**src/rtl/rwlm_pkg.sv**
```systemverilog
// Shared types and constants for the work runtime latency monitor.
`default_nettype none
package rwlm_pkg;

   localparam int TABLE_ENTRIES = 1024;
   localparam int SLOT_W = $clog2(TABLE_ENTRIES);
   localparam logic [SLOT_W-1:0] LAST_SLOT = SLOT_W'(TABLE_ENTRIES - 1);

   localparam logic OP_START = 1'b0;
   localparam logic OP_END   = 1'b1;

   typedef struct packed {
      logic        is_end;
      logic [7:0]  cpu_index;
      logic [63:0] work_handle;
      logic [63:0] function_address;
      logic [63:0] timestamp_ns;
   } item_type;

   typedef struct packed {
      logic        valid;
      logic [7:0]  cpu;
      logic [63:0] handle;
      logic [63:0] start_time;
      logic [63:0] func;
   } slot_type;

   typedef struct packed {
      logic pop;
      logic open;
   } queue_ctl_type;

endpackage
`default_nettype wire

```
**src/rtl/rwlm_front.sv**
```systemverilog
// Input stage: accepts event beats, classifies them and queues them for the engine.
`default_nettype none
module rwlm_front
   import rwlm_pkg::*;
(
   input  wire logic          clock,
   input  wire logic          reset,
   input  wire logic          req_valid,
   output logic               req_stall,
   input  wire logic          req_opcode,
   input  wire logic [7:0]    req_cpu_index,
   input  wire logic [63:0]   req_work_handle,
   input  wire logic [63:0]   req_function_address,
   input  wire logic [63:0]   req_timestamp_ns,
   input  wire queue_ctl_type ctl,
   output logic               q_valid,
   output item_type           q_item
);

   item_type   entry_ff [2];
   logic       wr_ptr_ff, wr_ptr_in;
   logic       rd_ptr_ff, rd_ptr_in;
   logic [1:0] count_ff, count_in;
   logic       push;
   logic       pop;
   item_type   new_item;

   assign req_stall = (count_ff == 2'd2) || !ctl.open;
   assign push      = req_valid && !req_stall;
   assign q_valid   = (count_ff != 2'd0);
   assign pop       = ctl.pop && q_valid;
   assign q_item    = entry_ff[rd_ptr_ff];

   always_comb begin
      new_item.is_end           = (req_opcode == OP_END);
      new_item.cpu_index        = req_cpu_index;
      new_item.work_handle      = req_work_handle;
      new_item.function_address = req_function_address;
      new_item.timestamp_ns     = req_timestamp_ns;
      wr_ptr_in = push ? !wr_ptr_ff : wr_ptr_ff;
      rd_ptr_in = pop ? !rd_ptr_ff : rd_ptr_ff;
      count_in  = count_ff + {1'b0, push} - {1'b0, pop};
   end

   always_ff @(posedge clock) begin
      if (push) begin
         entry_ff[wr_ptr_ff] <= new_item;
      end
   end

   always_ff @(posedge clock) begin
      if (reset) begin
         wr_ptr_ff <= 1'b0;
         rd_ptr_ff <= 1'b0;
         count_ff  <= 2'd0;
      end else begin
         wr_ptr_ff <= wr_ptr_in;
         rd_ptr_ff <= rd_ptr_in;
         count_ff  <= count_in;
      end
   end

endmodule
`default_nettype wire

```
**config.mk**
```make
export PLATFORM = sky130hd
export DESIGN_NAME = rwlm_front
export DESIGN_NICKNAME = d
export VERILOG_FILES = /design/src/rtl/rwlm_pkg.sv /design/src/rtl/rwlm_front.sv
export SDC_FILE = /design/constraint.sdc
export NUM_CORES = 1
export LEC_CHECK = 0
export BUFFER_PORTS_ARGS = -buffer_cell sky130_fd_sc_hd__buf_2
export CAP_MARGIN = 0
export CORE_MARGIN = 3
export CORE_UTILIZATION = 51
export CTS_BUF_LIST = sky130_fd_sc_hd__clkbuf_8 sky130_fd_sc_hd__clkbuf_16
export DETAILED_ROUTE_END_ITERATION = 12
export HOLD_SLACK_MARGIN = 0.05
export MAX_ROUTING_LAYER = met4
export PLACE_DENSITY = 0.85
export SYNTH_ARGS = -nofsm -noshare
export SYNTH_HDL_FRONTEND = slang
export SYNTH_SLANG_ARGS = --single-unit
```
**constraint.sdc**
```tcl
create_clock -name clock -period 14.4 [get_ports clock]
set_input_delay 2.16 -clock clock [delete_from_list [all_inputs] [get_ports clock]]
set_output_delay 2.16 -clock clock [all_outputs]
set_load 0.01 [all_outputs]
```
==> flow_summary_export.csv, run 1 <==
group,metric,value,unit
critical_path,critPathCaptureType,"output pin",
pwr,p_int,0.002356,W
pwr,power_density,171.1,nW/um^2
worst_hold_path,whs_path_depth,2,
pwr,power_frac_seq,0.462,
placed_design,gp_congestion,0.8082,
sta,fin_skew,10.27,ps
pwr,power.leakage,6.855,nW
synthesis,ys_types,18,
critical_path,rr_endpoint,"entry_ff[1][100]",
pwr,power_frac_comb,0.217,
sta,report.final.slew_viol_count,0,
sta,max_freq,0.1938,GHz
floorplanning,io_pins,409,
critical_path,timing.rr.start,"count_ff[0]",
synthesis,synthSimpleGateAreaFrac,0.004393,
route,postRouteAntennaNets,0,
pwr,irDropWorstVdd,0.0001363,V
synthesis,synth_top_family_by_area,"multiplexers",
synthesis,synth_compound_area_frac,0.0005069,
clock_network,tritoncts,"built",
sta,rsz0062_at_grt,"false",
clock_network,cts_root_buf,"clkbuf_16",
clock_network,clk_latency,520,ps
sta,hold_viol_final,0,
critical_path,startpoint_type,"flip-flop",
synthesis,ys_ff_latch,407,
floorplanning,die_x,176.4,um
pwr,switching_share,0.2559,
sta,fin_crit,5161,ps
synthesis,synthMuxAreaShare,0.1536,
sta,maxSlewHeadroom,0.3271,
floorplanning,rows,61,
synthesis,ys_seq_area_frac,0.8218,
grt,grt_max_degree,75,
synthesis,netlist_instances,652,
run_status,status,"finished clean",
synthesis,synth_area_per_cell,22.72,sq um
route,drt_iter0_drc,437,
floorplanning,core,28160,sq um
sta,setup_viol_count_final,0,
floorplanning,start_util,0.5259,
grt,grt_pass1_wl,45000,um
grt,grt_pass1_vias,8138,
flow_run,cap_violations,0,
finish,multi_input_area,2405,sq um
clock_network,htreeDepth,2,
clock_network,clock-sinks,407,
critical_path,ff2ff_path_depth,5,
critical_path,crit_required,12240,ps
critical_path,crit_arrival,3000,ps
synthesis,synthAdderAreaFrac,0.001690,
clock_network,ctsHoldBuffers,0,
route,drc,0,
sta,fin_crit_sh,0.3584,
pwr,p_sw,0.0008101,W
grt,grt.total_usage,0.1952,
clock_network,cts_resized,0,
synthesis,synth_nets,860,
route,avgViaCountPerCell,5.132,
sta,tns,0,ps
grt,grt_overflow,0,
grt,antenna_found_initial,10,
clock_network,cts_made_buffers,42,
route,detail_route.wl_per_cell,20.53,um
finish,fill_cells,1845,
finish,finalNetCount,1298,
pwr,p_clk_frac,0.321,
floorplanning,dieArea,31120,sq um
clock_network,cts_setup_buffers,0,
worst_hold_path,min_path_type,"reg -> reg",
route,wl,30900,um
clock_network,ctsLongestPathBuffers,3,
synthesis,yosys_warnings,0,
sta,tightest_slew,1009,ps
route,first_pass_iters,4,
finish,finalInstanceArea,18510,sq um
critical_path,crit_fanout,74,
finish,drive_gt1_frac,0.6052,
finish,synthToLayoutAreaGrowth,24.95,%
critical_path,crit_type,"reg -> out",
floorplanning,die_height,176.4,um
clock_network,clkSlewWorstSetupHoldPaths,60,ps
critical_path,r2r_slack,11420,ps
finish,final-instance-count-excl-fill,1505,
worst_hold_path,hold_path.startpoint,"rd_ptr_ff",
placed_design,dpl.hpwl,20920,um
route,vias,7723,
placed_design,numPortBuffers,408,
finish,regArea,12180,sq um
placed_design,dpl_cell_area,17160,sq um
placed_design,placed_cells,1424,
synthesis,synthXorXnorAreaFrac,0.001183,
synthesis,syn_area,14810,sq um
## logic make-up (layout without fill, tap and decap cells)
kind of cell	count (synthesis)	in the layout
AO/OA/AOI/OAI	1	1
adder cells (fa/ha/maj)	2	2
multiplexers	202	202
buffers and inverters	24	489
flip-flops	407	407
AND/OR/NAND/NOR	14	14
other	0	10
XOR/XNOR	2	2
## sequential cells by signal, summed over array words and instances, names as in the netlist, named ones only
register	count
entry_ff	402
wr_ptr_ff	1
count_ff	2
rd_ptr_ff	1
## Yosys cell counts (all sizes together)
library cell | count | share of area
nand2 | 1 | 0.00025
ha | 2 | 0.0017
inv | 2 | 0.00051
nor2b | 1 | 0.00042
nor3 | 1 | 0.00034
nor2 | 7 | 0.0018
xnor2 | 1 | 0.00059
or2 | 1 | 0.00042
and2 | 1 | 0.00042
xor2 | 1 | 0.00059
edfxtp | 402 | 0.82
dfxtp | 5 | 0.0068
nand3 | 1 | 0.00034
nand2b | 1 | 0.00042
buf | 22 | 0.016
o21a | 1 | 0.00051
mux2 | 202 | 0.15
## critical path: stages, from the launching register on
cell and delay, ps:
dfxtp_4 930, buf_4 870, mux2_2 450, buf_2 150
## how the worst max path moves through the flow
stage                     slack [ps]       from                to
after global routing            9080  flip-flop        q_item[28]
after global placement          9670     ctl[0]   entry_ff[0][61]
after detailed placement        9670     ctl[0]  entry_ff[0][100]
after floorplan                 2990  req_valid    entry_ff[0][0]
final                           9240  flip-flop        q_item[28]
after CTS                       9170  flip-flop        q_item[28]
## metal layers
metal	vias up	track usage	share of wire	wire (um)
met2	343	0.3385	0.52	16220
met5	-	-	0	0
met3	65	0.06108	0.092	2835
met4	0	0.06678	0.027	829
li1	3484	-	-	-
met1	3831	0.2140	0.36	11020
## cell type report
cell class,count,area share
Sequential cell,407,0.6579
Multi-Input combinational cell,221,0.1300
Timing Repair Buffer,416,0.1136
Clock buffer,45,0.06085
Tap cell,378,0.02556
Clock inverter,26,0.01034
Antenna cell,10,0.001352
Inverter,2,0.0004057
## cells in the final DEF (no fill, tap or decap), drive strengths merged
cell    synthesis  routed
or2             1       1
and2            1       1
edfxtp        402     402
mux2          202     202
buf            22     416
clkinv          0      13
nor3            1       1
nand3           1       1
diode           0      10
ha              2       2
nand2b          1       1
nor2b           1       1
xnor2           1       1
inv             2      12
nor2            7       7
o21a            1       1
nand2           1       1
xor2            1       1
clkbuf          0      45
bufinv          0       3
dfxtp           5       5
## power groups by stage
stage / logic (W) / registers [W] / clock network [W]
floorplan: 0.000481 / 0.00148 / 0
global placement: 0.000685 / 0.00148 / 0
detailed placement: 0.000691 / 0.00149 / 0
CTS: 0.000697 / 0.00146 / 0.00104
global route: 0.000734 / 0.00147 / 0.00110
finish: 0.000688 / 0.00146 / 0.00102
## through the flow
stage | total power, W | hold slack (ps) | setup WS [ps] | util
final | 0.003166 | 522.2 | 9239 | 0.6571
after global routing | 0.003302 | 581.1 | 9077 | 0.6571
after CTS | 0.003203 | 526.2 | 9167 | 0.6562
after detailed placement | 0.002180 | 502.9 | 9675 | 0.6094
after global placement | 0.002166 | 492.4 | 9673 | 0.6094
after floorplan | 0.001963 | 480.9 | 2990 | -
Power figures use the tool's default switching activity.
==> run 2, diff against run 1 <==
- ABC_AREA: not set -> 1
- clock period: 14.4 -> 5.4 ns (I/O delays scaled with it)
==> flow_summary_export.csv, run 2 <==
group,metric,value,unit
synthesis,synth-edff-count,402,
synthesis,synth_common_cells,"402 x edfxtp_1, 201 x mux2_2, 21 x buf_6",
clock_network,cts_root_buf,"clkbuf_16",
synthesis,synth_compound_area_frac,0.0008435,
synthesis,ys_ff_latch,407,
floorplanning,die_x,176.5,um
sta,tightest_slew,1266,ps
synthesis,synthSimpleGateAreaFrac,0.005483,
grt,grt_pass1_vias,8258,
grt,grt_max_degree,202,
floorplanning,dieArea,31170,sq um
sta,maxSlewHeadroom,0.1557,
finish,synthToLayoutAreaGrowth,24.61,%
synthesis,ys_seq_area_frac,0.8206,
synthesis,synthXorXnorAreaFrac,0,
synthesis,synth_flop_cell,"edfxtp_1",
critical_path,crit_type,"reg -> out",
sta,rsz0062_at_grt,"false",
grt,grt_pass1_wl,44590,um
critical_path,crit_required,4590,ps
finish,largest_register_ffs,402,
finish,drive_gt1_frac,0.5980,
critical_path,critPathCaptureType,"output pin",
clock_network,tritoncts,"built",
critical_path,startpoint_type,"flip-flop",
route,vias,7787,
synthesis,synth_top_area_cell,"edfxtp_1",
route,wl,30450,um
pwr,irDropWorstVdd,0.0004420,V
run_status,status,"finished clean",
route,avgViaCountPerCell,5.140,
floorplanning,rows,61,
synthesis,synthAdderAreaFrac,0.001687,
placed_design,dpl.hpwl,20130,um
flow_run,cap_violations,0,
critical_path,crit_arrival,2390,ps
floorplanning,start_util,0.5253,
grt,grt.total_usage,0.1926,
synthesis,syn_area,14830,sq um
floorplanning,die_height,176.5,um
route,postRouteAntennaNets,0,
synthesis,yosysTopAreaCellShare,0.8138,
grt,antenna_found_initial,10,
synthesis,synth.area.top_cells,"edfxtp_1 81%, mux2_2 15%, buf_6 1.6%",
floorplanning,io_pins,409,
pwr,power_density,429.9,nW/um^2
synthesis,synth_most_common_cell,"edfxtp_1",
sta,fin_crit,3196,ps
clock_network,clock-sinks,407,
sta,hold_viol_final,0,
sta,max_freq,0.3129,GHz
finish,top_register,"entry_ff",
route,first_pass_iters,6,
synthesis,yosys_warnings,0,
clock_network,ctsHoldBuffers,0,
synthesis,netlist_instances,664,
route,detail_route.wl_per_cell,20.10,um
finish,layout_commonest_cell,"buf_2",
pwr,power.leakage,6.858,nW
clock_network,cts_resized,0,
clock_network,clk_latency,510,ps
clock_network,ctsLongestPathBuffers,3,
worst_hold_path,min_path_type,"in -> reg",
clock_network,cts_setup_buffers,0,
route,drt_iter0_drc,484,
critical_path,crit_fanout,201,
finish,final_cell_mix,"408 x buf_2, 402 x edfxtp_1, 201 x mux2_2",
route,drc,0,
sta,setup_viol_count_final,0,
grt,grt_overflow,0,
synthesis,synthMuxAreaShare,0.1526,
synthesis,synth_area_per_cell,22.34,sq um
synthesis,async_flop_share,0,
placed_design,gp_congestion,0.7889,
synthesis,ys_types,13,
finish,finalNetCount,1306,
clock_network,clkSlewWorstSetupHoldPaths,60,ps
clock_network,cts_made_buffers,40,
sta,fin_skew,6.154,ps
clock_network,htreeDepth,2,
sta,fin_crit_sh,0.5918,
sta,tns,0,ps
finish,fin_util,0.6545,
synthesis,synth_nets,872,
sta,report.final.slew_viol_count,0,
synthesis,synth_top_family_by_area,"multiplexers",
finish,reg_top3,"entry_ff (402), count_ff (2)",
placed_design,numPortBuffers,408,
floorplanning,core,28240,sq um
run 2: worst max-delay path, cell delays in order, from the launching register on:
cell,delay [ps]
dfxtp_4,350
buf_12,700
mux2_2,420
buf_2,160
run 2: final cells by class:
class / count / area [sq um]
diodes: 10 / 25.02
clock buffers: 41 / 1026
clock inverters: 30 / 236.5
fillers: 1869 / 9757
inverters: 10 / 45.04
multi-input cells: 225 / 2390
flip-flops and latches: 407 / 12180
well taps: 378 / 473.0
repair buffers: 414 / 2112
run 2: path summary, 6_finish.rpt:
kind                      end  slack [ps]  cells past startpoint                startpoint
max reg2reg   entry_ff[1][63]        2960                      5               count_ff[0]
min reg2reg         rd_ptr_ff         500                      2                 rd_ptr_ff
min          entry_ff[0][127]         490                      1  req_function_address[63]
max                 q_item[3]        2200                      3                 flip-flop
run 2: metrics by stage:
stage          hold slack [ps]  instances  worst slack [ps]  total power, W  instance area, sq um
6_report                 488.5       1515              2204        0.007945                 18480
5_1_grt                  455.2       1515              2160        0.008241                 18480
4_1_cts                  458.1       1505              2253        0.008017                 18460
3_5_place_dp             485.1       1434              2564        0.005358                 17200
3_3_place_gp             470.5       1434              2567        0.005319                 17200
2_1_floorplan            451.2        664             35.06        0.004840                 14840
run 2: logic make-up after synthesis:
kind of cell,after synthesis
flops,407
mux,201
buf+inv,32
simple gates,20
compound gates,2
fa+ha+maj,2
run 2: power breakdown:
part | switching [W] | total, W | leakage (nW) | internal, W
combinational | 0.000814 | 0.00150 | 2.48 | 0.000691
clock | 0.00109 | 0.00266 | 0.651 | 0.00156
sequential | 0.0000521 | 0.00379 | 3.73 | 0.00373
run 2: layer usage:
| layer | part of all wire | global-route usage |
|---|---|---|
| met1 | 0.35 | 0.2039 |
| met2 | 0.51 | 0.3303 |
| met3 | 0.10 | 0.06559 |
| met4 | 0.037 | 0.08118 |
| met5 | 0 | - |
